[config.mk]
export PLATFORM = sky130hd
export DESIGN_NAME = l4_packet_checksum
export DESIGN_NICKNAME = d
export VERILOG_FILES = /design/src/hdl/lpc_pkg.sv /design/src/hdl/lpc_fifo.sv /design/src/hdl/lpc_front.sv /design/src/hdl/lpc_back.sv /design/src/hdl/l4_packet_checksum.sv
export VERILOG_INCLUDE_DIRS = /design/src /design/src/hdl
export SDC_FILE = /design/constraint.sdc
export NUM_CORES = 1
export LEC_CHECK = 0
export ABC_AREA = 1
export BUFFER_PORTS_ARGS = -buffer_cell sky130_fd_sc_hd__buf_4
export CORE_MARGIN = 5
export CORE_UTILIZATION = 49
export DETAILED_ROUTE_END_ITERATION = 8
export PLACE_DENSITY_LB_ADDON = 0.12
export SYNTH_ARGS = -nofsm -noshare
export SYNTH_HDL_FRONTEND = slang
export SYNTH_SLANG_ARGS = --single-unit
export TNS_END_PERCENT = 30
[constraint.sdc]
create_clock -name clk -period 8.35 [get_ports clk]
set_input_delay 1.2525 -clock clk [delete_from_list [all_inputs] [get_ports clk]]
set_output_delay 1.2525 -clock clk [all_outputs]
set_load 0.02 [all_outputs]
[src/hdl/l4_packet_checksum_macros.svh]
// Assertion macros for the checksum block.
`ifndef L4_PACKET_CHECKSUM_MACROS_SVH
`define L4_PACKET_CHECKSUM_MACROS_SVH

`ifndef SYNTHESIS
`define LPC_ASSERT_IMP(label, clk, rst_n, ante, cons) \
    label: assert property (@(posedge clk) disable iff (!rst_n) (ante) |-> (cons)) \
        else $error("same-cycle check failed");
`define LPC_ASSERT_NXT(label, clk, rst_n, ante, cons) \
    label: assert property (@(posedge clk) disable iff (!rst_n) (ante) |=> (cons)) \
        else $error("next-cycle check failed");
`else
`define LPC_ASSERT_IMP(label, clk, rst_n, ante, cons)
`define LPC_ASSERT_NXT(label, clk, rst_n, ante, cons)
`endif

`endif

[src/hdl/lpc_pkg.sv]
`timescale 1ns / 1ps
`default_nettype none

package lpc_pkg;

    localparam int LPC_MAX_FRAME_BYTES = 8192;

    localparam int LIMIT_W    = 14;
    localparam int CFG_IDX_W  = 8;
    localparam int CFG_DATA_W = 16;

    localparam logic [CFG_IDX_W-1:0] REG_UDP_LIMIT = 8'd0;
    localparam logic [CFG_IDX_W-1:0] REG_TCP_LIMIT = 8'd1;

    localparam logic [LIMIT_W-1:0] UDP_LIMIT_RESET = 14'd1480;
    localparam logic [LIMIT_W-1:0] TCP_LIMIT_RESET = 14'd4096;

    localparam logic [7:0] PROTO_TCP = 8'd6;
    localparam logic [7:0] PROTO_UDP = 8'd17;

    // frame offsets
    localparam int POS_IHL     = 14;
    localparam int POS_LEN_HI  = 16;
    localparam int POS_LEN_LO  = 17;
    localparam int POS_PROTO   = 23;
    localparam int POS_SRC_LO  = 26;
    localparam int POS_SRC_HI  = 29;
    localparam int POS_DST_LO  = 30;
    localparam int POS_DST_HI  = 33;
    localparam int L4_START    = 34;
    localparam int TCP_MIN_LEN = 54;
    localparam int UDP_MIN_LEN = 42;
    localparam int UDP_LEN_K0  = 4;
    localparam int UDP_LEN_K1  = 5;

    localparam logic [1:0] ST_TCP_OK = 2'd0;
    localparam logic [1:0] ST_UDP_OK = 2'd1;
    localparam logic [1:0] ST_OTHER  = 2'd2;
    localparam logic [1:0] ST_TRUNC  = 2'd3;

    localparam int SUM_DEPTH = 2;
    localparam int OUT_DEPTH = 4;

    typedef struct packed {
        logic [7:0] frame_byte;
        logic       last_byte;
    } in_word_t;

    typedef struct packed {
        logic [15:0] checksum;
        logic [1:0]  status;
    } out_word_t;

    typedef struct packed {
        logic [LIMIT_W-1:0] udp_sum_limit;
        logic [LIMIT_W-1:0] tcp_sum_limit;
    } cfg_limits_t;

    // one finished frame, handed from the byte parser to the finisher
    typedef struct packed {
        logic [1:0]  status;
        logic [31:0] running_sum;
        logic [7:0]  pending_high_byte;
        logic        odd_tail;
        logic [31:0] source_address;
        logic [31:0] destination_address;
        logic [7:0]  protocol_number;
        logic [15:0] ip_total_length;
        logic [3:0]  header_words;
        logic [15:0] udp_length_field;
    } summary_t;

endpackage

`default_nettype wire

[src/hdl/lpc_fifo.sv]
`timescale 1ns / 1ps
`default_nettype none

module lpc_fifo #(
    parameter int W     = 8,
    parameter int DEPTH = 2
) (
    input  wire logic         clk,
    input  wire logic         rst_n,
    input  wire logic         push,
    input  wire logic [W-1:0] push_data,
    input  wire logic         pop,
    output logic      [W-1:0] pop_data,
    output logic              empty,
    output logic              full
);

    localparam int PTR_W = (DEPTH > 1) ? $clog2(DEPTH) : 1;
    localparam int CNT_W = $clog2(DEPTH + 1);

    logic [W-1:0]     mem_reg [DEPTH];
    logic [PTR_W-1:0] wr_ptr_reg, wr_ptr_next;
    logic [PTR_W-1:0] rd_ptr_reg, rd_ptr_next;
    logic [CNT_W-1:0] count_reg, count_next;
    logic             do_push, do_pop;

    assign empty    = (count_reg == '0);
    assign full     = (count_reg == CNT_W'(DEPTH));
    assign do_push  = push && !full;
    assign do_pop   = pop && !empty;
    assign pop_data = mem_reg[rd_ptr_reg];

    always_comb
    begin
        wr_ptr_next = wr_ptr_reg;
        rd_ptr_next = rd_ptr_reg;
        if (do_push)
        begin
            wr_ptr_next = (wr_ptr_reg == PTR_W'(DEPTH - 1)) ? '0 : wr_ptr_reg + 1'b1;
        end
        if (do_pop)
        begin
            rd_ptr_next = (rd_ptr_reg == PTR_W'(DEPTH - 1)) ? '0 : rd_ptr_reg + 1'b1;
        end
        case ({do_push, do_pop})
            2'b10:   count_next = count_reg + 1'b1;
            2'b01:   count_next = count_reg - 1'b1;
            default: count_next = count_reg;
        endcase
    end

    always_ff @(posedge clk or negedge rst_n)
    begin
        if (!rst_n)
        begin
            wr_ptr_reg <= '0;
            rd_ptr_reg <= '0;
            count_reg  <= '0;
        end
        else
        begin
            wr_ptr_reg <= wr_ptr_next;
            rd_ptr_reg <= rd_ptr_next;
            count_reg  <= count_next;
        end
    end

    always_ff @(posedge clk)
    begin
        if (do_push)
        begin
            mem_reg[wr_ptr_reg] <= push_data;
        end
    end

endmodule

`default_nettype wire

[src/hdl/lpc_front.sv]
`timescale 1ns / 1ps
`default_nettype none

module lpc_front
    import lpc_pkg::*;
#(
    parameter int MAX_FRAME_BYTES = LPC_MAX_FRAME_BYTES
) (
    input  wire logic        clk,
    input  wire logic        rst_n,
    input  wire logic        accept,
    input  wire in_word_t    word,
    input  wire cfg_limits_t limits,
    output logic             sum_push,
    output summary_t         summary
);

    localparam int POS_W = $clog2(MAX_FRAME_BYTES + 1);
    localparam int CMP_W = (POS_W > LIMIT_W) ? POS_W : LIMIT_W;
    localparam logic [POS_W-1:0] MAX_POS = POS_W'(MAX_FRAME_BYTES);

    logic [POS_W-1:0] pos_reg, pos_next;
    logic [31:0]      sum_reg, sum_next;
    logic [7:0]       pend_reg, pend_next;
    logic             half_reg, half_next;
    logic [31:0]      src_reg, src_next;
    logic [31:0]      dst_reg, dst_next;
    logic [7:0]       proto_reg, proto_next;
    logic [15:0]      totlen_reg, totlen_next;
    logic [3:0]       ihl_reg, ihl_next;
    logic [15:0]      udplen_reg, udplen_next;

    logic [7:0]         b;
    logic [POS_W-1:0]   k;
    logic [LIMIT_W-1:0] lim;
    logic               is_tcp, is_udp;

    assign b = word.frame_byte;

    always_comb
    begin
        pos_next    = pos_reg;
        sum_next    = sum_reg;
        pend_next   = pend_reg;
        half_next   = half_reg;
        src_next    = src_reg;
        dst_next    = dst_reg;
        proto_next  = proto_reg;
        totlen_next = totlen_reg;
        ihl_next    = ihl_reg;
        udplen_next = udplen_reg;
        k           = pos_reg - POS_W'(L4_START);
        lim         = (proto_reg == PROTO_TCP) ? limits.tcp_sum_limit : limits.udp_sum_limit;

        if (pos_reg < MAX_POS)
        begin
            if (pos_reg == POS_W'(POS_IHL))
            begin
                ihl_next = b[3:0];
            end
            else if (pos_reg == POS_W'(POS_LEN_HI) || pos_reg == POS_W'(POS_LEN_LO))
            begin
                totlen_next = {totlen_reg[7:0], b};
            end
            else if (pos_reg == POS_W'(POS_PROTO))
            begin
                proto_next = b;
            end
            else if (pos_reg >= POS_W'(POS_SRC_LO) && pos_reg <= POS_W'(POS_SRC_HI))
            begin
                src_next = {src_reg[23:0], b};
            end
            else if (pos_reg >= POS_W'(POS_DST_LO) && pos_reg <= POS_W'(POS_DST_HI))
            begin
                dst_next = {dst_reg[23:0], b};
            end

            if (pos_reg >= POS_W'(L4_START))
            begin
                if (proto_reg == PROTO_UDP
                    && (k == POS_W'(UDP_LEN_K0) || k == POS_W'(UDP_LEN_K1)))
                begin
                    udplen_next = {udplen_reg[7:0], b};
                end
                if (CMP_W'(k) < CMP_W'(lim))
                begin
                    if (!k[0])
                    begin
                        pend_next = b;
                        half_next = 1'b1;
                    end
                    else
                    begin
                        sum_next  = sum_reg + {16'h0000, pend_reg, b};
                        half_next = 1'b0;
                    end
                end
            end
            pos_next = pos_reg + 1'b1;
        end
    end

    assign is_tcp = (proto_next == PROTO_TCP);
    assign is_udp = (proto_next == PROTO_UDP);

    always_comb
    begin
        if (pos_next < POS_W'(L4_START) || (!is_tcp && !is_udp))
        begin
            summary.status = ST_OTHER;
        end
        else if (is_tcp && pos_next < POS_W'(TCP_MIN_LEN))
        begin
            summary.status = ST_TRUNC;
        end
        else if (is_udp && pos_next < POS_W'(UDP_MIN_LEN))
        begin
            summary.status = ST_TRUNC;
        end
        else
        begin
            summary.status = is_tcp ? ST_TCP_OK : ST_UDP_OK;
        end
        summary.running_sum         = sum_next;
        summary.pending_high_byte   = pend_next;
        summary.odd_tail            = half_next;
        summary.source_address      = src_next;
        summary.destination_address = dst_next;
        summary.protocol_number     = proto_next;
        summary.ip_total_length     = totlen_next;
        summary.header_words        = ihl_next;
        summary.udp_length_field    = udplen_next;
    end

    assign sum_push = accept && word.last_byte;

    always_ff @(posedge clk or negedge rst_n)
    begin
        if (!rst_n)
        begin
            pos_reg    <= '0;
            sum_reg    <= '0;
            pend_reg   <= '0;
            half_reg   <= 1'b0;
            src_reg    <= '0;
            dst_reg    <= '0;
            proto_reg  <= '0;
            totlen_reg <= '0;
            ihl_reg    <= '0;
            udplen_reg <= '0;
        end
        else if (accept)
        begin
            if (word.last_byte)
            begin
                pos_reg    <= '0;
                sum_reg    <= '0;
                pend_reg   <= '0;
                half_reg   <= 1'b0;
                src_reg    <= '0;
                dst_reg    <= '0;
                proto_reg  <= '0;
                totlen_reg <= '0;
                ihl_reg    <= '0;
                udplen_reg <= '0;
            end
            else
            begin
                pos_reg    <= pos_next;
                sum_reg    <= sum_next;
                pend_reg   <= pend_next;
                half_reg   <= half_next;
                src_reg    <= src_next;
                dst_reg    <= dst_next;
                proto_reg  <= proto_next;
                totlen_reg <= totlen_next;
                ihl_reg    <= ihl_next;
                udplen_reg <= udplen_next;
            end
        end
    end

endmodule

`default_nettype wire

[src/hdl/lpc_back.sv]
`timescale 1ns / 1ps
`default_nettype none

module lpc_back
    import lpc_pkg::*;
(
    input  wire logic     clk,
    input  wire logic     rst_n,
    input  wire logic     sum_empty,
    input  wire summary_t summary,
    output logic          sum_pop,
    input  wire logic     pop,
    output logic          empty,
    output out_word_t     result_word
);

    localparam int RES_W = $clog2(OUT_DEPTH + 1);

    // slots of the result queue taken by stored or in-flight words
    logic [RES_W-1:0] reserved_reg, reserved_next;
    logic             launch, out_pop;

    logic        va_reg, vb_reg;
    logic [1:0]  a_status_reg, b_status_reg;
    logic [31:0] a_sum_reg;
    logic [16:0] a_src_reg, a_dst_reg;
    logic [15:0] a_l4len_reg;
    logic [7:0]  a_proto_reg;
    logic [31:0] b_sum_reg;

    logic [31:0] pad;
    logic [15:0] l4len;
    logic [16:0] fold1;
    logic [15:0] fold2;
    out_word_t   push_word;

    assign out_pop = pop && !empty;
    assign launch  = !sum_empty && ((reserved_reg < RES_W'(OUT_DEPTH)) || out_pop);
    assign sum_pop = launch;

    always_comb
    begin
        case ({launch, out_pop})
            2'b10:   reserved_next = reserved_reg + 1'b1;
            2'b01:   reserved_next = reserved_reg - 1'b1;
            default: reserved_next = reserved_reg;
        endcase
    end

    assign pad   = summary.odd_tail ? {16'h0000, summary.pending_high_byte, 8'h00} : 32'h0;
    assign l4len = (summary.protocol_number == PROTO_TCP)
                 ? summary.ip_total_length - {10'b0, summary.header_words, 2'b00}
                 : summary.udp_length_field;

    assign fold1 = {1'b0, b_sum_reg[15:0]} + {1'b0, b_sum_reg[31:16]};
    assign fold2 = fold1[15:0] + 16'(fold1[16]);

    always_comb
    begin
        push_word.status = b_status_reg;
        if (b_status_reg == ST_TCP_OK || b_status_reg == ST_UDP_OK)
        begin
            push_word.checksum = ~fold2;
        end
        else
        begin
            push_word.checksum = 16'h0000;
        end
    end

    always_ff @(posedge clk or negedge rst_n)
    begin
        if (!rst_n)
        begin
            reserved_reg <= '0;
            va_reg       <= 1'b0;
            vb_reg       <= 1'b0;
        end
        else
        begin
            reserved_reg <= reserved_next;
            va_reg       <= launch;
            vb_reg       <= va_reg;
        end
    end

    always_ff @(posedge clk)
    begin
        if (launch)
        begin
            a_status_reg <= summary.status;
            a_sum_reg    <= summary.running_sum + pad;
            a_src_reg    <= {1'b0, summary.source_address[31:16]}
                          + {1'b0, summary.source_address[15:0]};
            a_dst_reg    <= {1'b0, summary.destination_address[31:16]}
                          + {1'b0, summary.destination_address[15:0]};
            a_l4len_reg  <= l4len;
            a_proto_reg  <= summary.protocol_number;
        end
        if (va_reg)
        begin
            b_status_reg <= a_status_reg;
            b_sum_reg    <= a_sum_reg + 32'(a_src_reg) + 32'(a_dst_reg)
                          + 32'(a_proto_reg) + 32'(a_l4len_reg);
        end
    end

    lpc_fifo #(
        .W     ($bits(out_word_t)),
        .DEPTH (OUT_DEPTH)
    ) u_out_fifo (
        .clk       (clk),
        .rst_n     (rst_n),
        .push      (vb_reg),
        .push_data (push_word),
        .pop       (pop),
        .pop_data  (result_word),
        .empty     (empty),
        .full      ()
    );

endmodule

`default_nettype wire

[src/hdl/l4_packet_checksum.sv]
`timescale 1ns / 1ps
`default_nettype none

// TCP/UDP over IPv4 checksum engine. Takes one frame byte per cycle while full
// is low, with no gaps needed between frames; frames of any length, one byte
// included, run at one word per cycle in steady state. The L4 part is taken to
// start at frame offset 34 (fixed Ethernet and IPv4 header sizes), the EtherType
// is not looked at, and bytes past MAX_FRAME_BYTES are ignored. Results are
// built in steps: a byte parser keeps the running sum with one 32-bit add per
// byte pair, a two-frame queue hands finished frames to a two-stage finisher
// (pseudo-header add, fold, invert), and a four-word result queue holds
// results until popped. full rises only when two frames wait behind a stalled
// result side. The user must write limit registers only while no frame is in
// progress; the block does not enforce it. cfg_ready is always high.

module l4_packet_checksum
    import lpc_pkg::*;
#(
    parameter int MAX_FRAME_BYTES = LPC_MAX_FRAME_BYTES
) (
    input  wire logic                  clk,
    input  wire logic                  rst_n,
    input  wire logic                  push,
    output logic                       full,
    input  wire in_word_t              frame_word,
    output logic                       empty,
    input  wire logic                  pop,
    output out_word_t                  result_word,
    input  wire logic                  cfg_valid,
    output logic                       cfg_ready,
    input  wire logic [CFG_IDX_W-1:0]  cfg_index,
    input  wire logic [CFG_DATA_W-1:0] cfg_data
);

`include "l4_packet_checksum_macros.svh"

    cfg_limits_t limits_reg;
    logic        accept;
    logic        sum_push, sum_pop, sum_empty, sum_full;
    summary_t    sum_in, sum_out;
    logic        result_ok;

    assign cfg_ready = 1'b1;
    assign full      = sum_full;
    assign accept    = push && !sum_full;
    assign result_ok = (result_word.status == ST_TCP_OK) || (result_word.status == ST_UDP_OK);

    always_ff @(posedge clk or negedge rst_n)
    begin
        if (!rst_n)
        begin
            limits_reg.udp_sum_limit <= UDP_LIMIT_RESET;
            limits_reg.tcp_sum_limit <= TCP_LIMIT_RESET;
        end
        else if (cfg_valid && cfg_ready)
        begin
            case (cfg_index)
                REG_UDP_LIMIT: limits_reg.udp_sum_limit <= cfg_data[LIMIT_W-1:0];
                REG_TCP_LIMIT: limits_reg.tcp_sum_limit <= cfg_data[LIMIT_W-1:0];
                default:       ;
            endcase
        end
    end

    lpc_front #(
        .MAX_FRAME_BYTES (MAX_FRAME_BYTES)
    ) u_front (
        .clk      (clk),
        .rst_n    (rst_n),
        .accept   (accept),
        .word     (frame_word),
        .limits   (limits_reg),
        .sum_push (sum_push),
        .summary  (sum_in)
    );

    lpc_fifo #(
        .W     ($bits(summary_t)),
        .DEPTH (SUM_DEPTH)
    ) u_sum_fifo (
        .clk       (clk),
        .rst_n     (rst_n),
        .push      (sum_push),
        .push_data (sum_in),
        .pop       (sum_pop),
        .pop_data  (sum_out),
        .empty     (sum_empty),
        .full      (sum_full)
    );

    lpc_back u_back (
        .clk         (clk),
        .rst_n       (rst_n),
        .sum_empty   (sum_empty),
        .summary     (sum_out),
        .sum_pop     (sum_pop),
        .pop         (pop),
        .empty       (empty),
        .result_word (result_word)
    );

    `LPC_ASSERT_NXT(a_frame_queued, clk, rst_n, push && !full && frame_word.last_byte, !sum_empty)
    `LPC_ASSERT_IMP(a_bad_status_zero, clk, rst_n, !empty && !result_ok, result_word.checksum == 16'h0000)

endmodule

`default_nettype wire
==> summary.md, run 1 <==
| Metric | Value |
|---|---|
| Reg clk slew, reported paths | 0.06 ns |
| Syn-to-layout area delta | 11.09% |
| DR vias/cell | 5.203 |
| Synth top area cells | edfxtp_1 (41%), dfrtp_1 (14%), nand2_1 (9.8%) |
| Clock Latency Late Sink | 0.64 ns |
| MaxCap Viol Count | 0 |
| Ports | 59 |
| Hold Crit Depth | 0 |
| Total die area | 79390 sq um |
| Vias in the first global route | 23600 |
| IO buf count | 55 |
| Post-CTS setup buffers | 0 |
| Relative slew slack | 26.86% |
| R2R Path Start | u_sum_fifo.rd_ptr_reg |
| Die Height | 281.8 um |
| Critical path class | register to register |
| HP Start | u_back.va_reg |
| Worst Setup Start Kind | register |
| Final Max Tran Viols | 0 |
| # nets final | 3919 |
| Final WS setup | 3.864 ns |
| Gr usage total | 21.00% |
| Netlist Area Pre-Place | 36190 sq um |
| Post-DR wirelength/cell | 17.58 um |
| Hpwl dp | 55300 um |
| Sequential-to-total area share from yosys stat | 55.82% |
| Crit end category | register |
| Number of synthesized flops with an enable pin | 500 |
| Util after Layout | 55.01% |
| Actual slew at the worst max-slew pin | 1.097 ns |
| Core area | 73080 sq um |
| HP Class | register to register |
| Setup TNS | 0 ns |
| Antenna diodes | 0 |
| Primary FF master, synth | edfxtp_1 |
| Worst Path Max Fanout | 121 |
| Period utilisation layout | 53.72% |
| First-pass iteration count of the detailed router | 5 |
| Net Count, Synth | 3876 |
| Synthesized area per cell | 9.918 sq um |
| CTS Hold Bufs | 0 |
| Yosys top cell by area | edfxtp_1 |
| Worst Hold Path EP | u_back.vb_reg |
| Root Buffer | clkbuf_16 |
| Multi-input logic area | 13620 sq um |
| Synth top area share | 41.49% |
| Largest net degree at the start of global routing | 152 |
| Share of cells above drive strength 1 | 9.580% |
| Filler cell count | 6447 |
| Initial core utilization | 49.52% |
| Clock Sinks | 707 |
| R2R depth | 19 |
| WP data arrival | 4.85 ns |
| Tmin final | 4.486 ns |
| Post-route clock skew | 0.02603 ns |
| Setup violators final | 0 |
| Fmax | 222.9 MHz |
| Routed Antenna Nets | 0 |
| Async SR Flop Fraction | 29.28% |
| H-tree depth | 3 |
| RR Endpoint | u_back.a_sum_reg[30] |
| Residual DRC | 0 |
| Yosys cell types | 62 |
| Via count | 24540 |
| RSZ-0062 raised after global routing | false |
| FF-to-FF setup slack | 3.86 ns |
| Status | completed |
| Grt ovf | 0 |
| RePlAce Congestion | 0.8645 |
| Yosys reg bits | 707 |
| Yosys warning total | 0 |
| Setup slack at placement | 3.719 ns |
| Worst EP required | 8.71 ns |
| Starting DRT DRC Count | 1735 |
| Cell Rows | 99 |
| Max clock buf depth | 3 |
| Reg area | 20210 sq um |
| Post-CTS Resized | 0 |
| First-pass GRT wire length | 131000 um |
| Final Hold Fails | 0 |
| Gate Count Post-Synth | 3649 |
| Most numerous cell in the Yosys netlist | nand2_1 |
| Commonest cells post-synth | nand2_1 (942), edfxtp_1 (500), inv_1 (460) |
| Initial antenna violation count | 3 |
| Max FFs per register | 302 |
| TritonCTS clock tree | built |
| Routed wire length | 82910 um |
| Die Width | 281.8 um |
| TritonCTS Buffers | 78 |
==> critical path, cell delays in order (launching register included) <==
cell and delay [ns]:
dfrtp_4 0.75, inv_4 0.32, buf_12 0.42, nand2_1 0.10, nand2_1 0.25, nand2_1 0.09, inv_1 0.07, ha_1 0.16
inv_1 0.06, fa_1 0.40, nand3b_1 0.18, nand2_1 0.11, nand2_1 0.06, nand2_1 0.09, a21oi_1 0.07, o21ai_1 0.28
nand3_1 0.19, nor3_2 0.28, nand3_1 0.14, xor2_1 0.16
==> worst max path at each step <==
stage | startpoint | slack, ns | cells after the start | to
final | u_sum_fifo.rd_ptr_reg | 3.86 | 19 | u_back.a_sum_reg[30]
after global routing | u_sum_fifo.rd_ptr_reg | 3.32 | 20 | u_back.a_sum_reg[28]
after CTS | u_sum_fifo.rd_ptr_reg | 3.70 | 20 | u_back.a_sum_reg[28]
after detailed placement | u_sum_fifo.rd_ptr_reg | 3.72 | 20 | u_back.a_sum_reg[28]
after global placement | u_sum_fifo.rd_ptr_reg | 3.76 | 20 | u_back.a_sum_reg[28]
after floorplan | push | -0.59 | 5 | u_sum_fifo.mem_reg[0][0]
==> cells by family (layout without fill, tap and decap cells) <==
family                     count (synthesis)  count (layout)  share of synthesized area, %
and+or+nand+nor                         1374            1374                         15.93
muxes                                     33              33                        0.9127
buffers and inverters                    602             711                         6.634
DFF                                      707             707                         55.82
other                                      1               1                       0.01036
xor gates and xnor gates                 138             138                         3.340
adders and majority gates                189             189                         7.530
AOI/OAI and AO/OA                        605             605                         9.826
==> layer usage <==
layer  share of wire, %  vias to the layer above  wire length (um)  GRT usage, %
met2                 47                      466             39190         34.43
met1                 46                    11690             38420         29.96
met5                  0                        -                 0             0
li1                   -                    12280                 -             -
met3                4.1                      118              3415         3.031
met4                2.3                        0              1885         5.122
==> final cells by class <==
| cell class | count | share of cell area (%) |
|---|---|---|
| repair buffers | 82 | 1.674 |
| clock inverters | 36 | 1.267 |
| well taps | 959 | 2.984 |
| flip-flops and latches | 707 | 50.26 |
| multi-input cells | 2340 | 33.88 |
| inverters | 483 | 4.534 |
| clock buffers | 110 | 5.405 |
==> cells in the final DEF (no fill, tap or decap), types with 6 or more instances in the layout <==
cell / n
nand3_1: 96
clkbuf_16: 79
buf_4: 77
mux2i_1: 33
nor2_4: 6
and2_1: 19
inv_1: 459
nand3_2: 7
o21ai_0: 235
or2_2: 27
nand4_1: 36
o22ai_1: 88
dfrtp_1: 200
bufinv_16: 10
xor2_1: 87
dfstp_2: 6
nand2_2: 9
o21ai_2: 61
xnor2_1: 51
inv_2: 16
clkinv_1: 8
nor3_1: 27
a21oi_1: 120
a31oi_1: 10
o211ai_1: 8
nor2_1: 172
clkbuf_8: 8
clkbuf_1: 23
o21ai_1: 38
clkinv_2: 9
fa_1: 48
ha_1: 141
edfxtp_1: 500
a21o_1: 10
nor4_1: 12
nand2_1: 942
==> through the flow <==
stage / instances / hold slack [ns] / area (sq um)
final: 4717 / 0.4087 / 40210
after global routing: 4717 / 0.4423 / 40210
after CTS: 4717 / 0.4122 / 40210
after detailed placement: 4571 / 0.4012 / 37520
after global placement: 4571 / 0.3948 / 37520
after floorplan: 3649 / 0.4003 / 36190
Power of run 1 is left out: the tool's default activity adds up to more than one toggle a clock period on the data nets, which glitch-free logic cannot reach.
==> run 2, diff against run 1 <==
==> constraint.sdc (replaced) <==
create_clock -name clk -period 4.2 [get_ports clk]
set_input_delay 0.63 -clock clk [delete_from_list [all_inputs] [get_ports clk]]
set_output_delay 0.63 -clock clk [all_outputs]
set_load 0.02 [all_outputs]
==> run 2 against run 1 <==
  * Setup slack worse by 3.7 ns
  * Core utilization increased by 0.67 points
  * Via count increased by 1.1%
  * Flip-flop and latch count is the same
  * Register-to-register slack got worse by 3.7 ns
  * Maximum frequency increased by 12%
  * Final cell count grew 0.72%
  * Sequential share of layout area fell by 0.60 points
  * Critical path depth shrank 4
  * Die area did not move
==> summary.md, run 2 (synthesized netlist as in run 1, its figures left out) <==
| Metric | Value |
|---|---|
| Status | completed |
| Largest net degree at the start of global routing | 99 (-35%) |
| WP data arrival | 4.40 ns (-0.45 ns) |
| Cell area after layout | 40690 sq um (+1.2%) |
| Routed Antenna Nets | 0 (unchanged) |
| Max FFs per register | 302 (unchanged) |
| H-tree depth | 3 (unchanged) |
| Most used routing layer | met2 |
| R2R depth | 15 (-4) |
| Most used cell, CP | fa_1 |
| Syn-to-layout area delta | 12.44% |
| Most frequent cells in the layout | nand2_1 (942), edfxtp_1 (500), inv_1 (459) |
| Final Max Tran Viols | 0 (unchanged) |
| Placed Area | 37850 sq um (+0.87%) |
| Share of cells above drive strength 1 | 10.47% (+0.89 points) |
| Initial core utilization | 49.52% (unchanged) |
| IO buf count | 55 (unchanged) |
| Vias in the first global route | 23790 (+0.81%) |
| Via count | 24800 (+1.1%) |
| Routed wire length | 84200 um (+1.6%) |
| R2R Path Start | u_back.a_dst_reg[1] |
| Slowest-stage cell, CP | fa_1 |
| Starting DRT DRC Count | 1783 (+2.8%) |
| Post-route clock skew | 0.04978 ns (+0.02375 ns) |
| Setup violators final | 0 (unchanged) |
| # nets final | 3952 (+0.84%) |
| Crit path cell chain | inv_1, fa_1, fa_1, fa_1, inv_1, ha_1, fa_1, nand3_1, nand2_1, a21oi_2, o21bai_1, a21oi_2, o21ai_0, a21oi_1, xnor2_1 |
| Met2 Use GR | 34.81% (+0.38 points) |
| MaxCap Viol Count | 0 (unchanged) |
| Fmax | 249.8 MHz (+12%) |
| RR Endpoint | u_back.b_sum_reg[19] |
| First-pass GRT wire length | 133500 um (+1.9%) |
| GRT met3 Usage | 3.171% (+0.14 points) |
| Clock Latency Late Sink | 0.65 ns (about the same) |
| Period utilisation layout | 95.31% (+42 points) |
| Slowest stage delay, CP | 0.53 ns (-0.22 ns) |
| Residual DRC | 0 (unchanged) |
| Core area | 73080 sq um (unchanged) |
| Final Hold Fails | 0 (unchanged) |
| Hpwl dp | 58050 um (+5.0%) |
| Worst hold slack | 0.01224 ns (-0.3965 ns) |
| TritonCTS clock tree | built |
| TritonCTS Buffers | 79 (+1.3%) |
| HP Class | primary input to asynchronous set/reset pin |
| Ports | 59 (unchanged) |
| Total die area | 79390 sq um (unchanged) |
| First-pass iteration count of the detailed router | 5 (unchanged) |
| Actual slew at the worst max-slew pin | 0.9323 ns (-0.1648 ns) |
| Most common cell after layout, fill and taps aside | nand2_1 |
| Post-DR wirelength/cell | 17.72 um (+0.83%) |
| Reg clk slew, reported paths | 0.06 ns (about the same) |
| CTS Hold Bufs | 0 (unchanged) |
| Util after Layout | 55.68% (+0.67 points) |
| Clock Sinks | 707 (unchanged) |
| Gr usage total | 21.35% (+0.35 points) |
| Root Buffer | clkbuf_16 |
| Cell Rows | 99 (unchanged) |
| Worst Path Max Fanout | 3 (-98%) |
| Worst Setup Start Kind | register |
| Die Height | 281.8 um (unchanged) |
| DR vias/cell | 5.221 (+0.33%) |
| Tmin final | 4.003 ns (-0.4829 ns) |
| Max clock buf depth | 3 (unchanged) |
| FF-to-FF setup slack | 0.20 ns (-3.67 ns) |
| Worst EP required | 4.59 ns (-4.12 ns) |
| GR met1 Demand/Resource | 30.23% (+0.27 points) |
| RePlAce Congestion | 0.8886 (+2.8%) |
| Die Width | 281.8 um (unchanged) |
| Crit end category | register |
| Grt ovf | 0 (unchanged) |
| Initial antenna violation count | 4 (+1) |
| RSZ-0062 raised after global routing | true |
| Critical path class | register to register |
| Relative slew slack | 37.84% (+11 points) |
[run 2: cell count changes in the layout (fill, tap and decap cells not counted), sizes merged]
| cell | delta |
|---|---|
| bufinv | +5 |
| diode | +1 |
| buf | +32 |
| inv | +2 |
| clkinv | +5 |
| clkbuf | -11 |
[run 2: repair_timing]
action                                  CTS  global route
setup buffers                             0             2
gates resized for setup                   0             3
endpoints found under the setup margin    0             5
[run 2: stage by stage]
| step | instances | TNS, ns | setup WS, ns |
|---|---|---|---|
| floorplan | 3649 | -476.01 | -1.576 |
| global placement | 4601 | 0 | 0.1189 |
| detailed placement | 4601 | 0 | 0.02046 |
| CTS | 4748 | 0 | 0.03895 |
| global route | 4750 | -0.06851 | -0.06851 |
| finish | 4751 | 0 | 0.1970 |
[run 2: worst max-delay path by stage]
stage | to | from
floorplan | u_sum_fifo.mem_reg[0][0] | push
finish | u_back.b_sum_reg[19] | u_back.a_dst_reg[1]
global route | u_back.b_sum_reg[19] | u_back.a_l4len_reg[1]
detailed placement | u_back.b_sum_reg[19] | u_back.a_l4len_reg[1]
global placement | u_back.b_sum_reg[19] | u_back.a_proto_reg[1]
CTS | u_back.b_sum_reg[19] | u_back.a_dst_reg[1]
[run 2: per-layer routing]
layer / vias to the layer above / part of all wire, %
li1: 12350 / -
met1: 11830 / 46
met2: 502 / 47
met3: 123 / 4.3
met4: 0 / 2.6
met5: - / 0
[run 2: layout make-up]
cell class	count	area [sq um]
Antenna cell	1	2.502
Clock buffer	99	2092
Clock inverter	48	726.9
Fill cell	6498	32390
Inverter	483	1823
Multi-Input combinational cell	2340	13630
Sequential cell	707	20210
Tap cell	959	1200
Timing Repair Buffer	114	1013
[run 2: critical path: cells and delay by family (launching register included)]
family          cells  cell delay [ns]
compound gates      5             0.89
fa+ha+maj           5             2.09
flops               1             0.36
simple gates        2             0.22
xor+xnor            1             0.08
buf+inv             2             0.12
Power of run 2 is left out for the same reason.
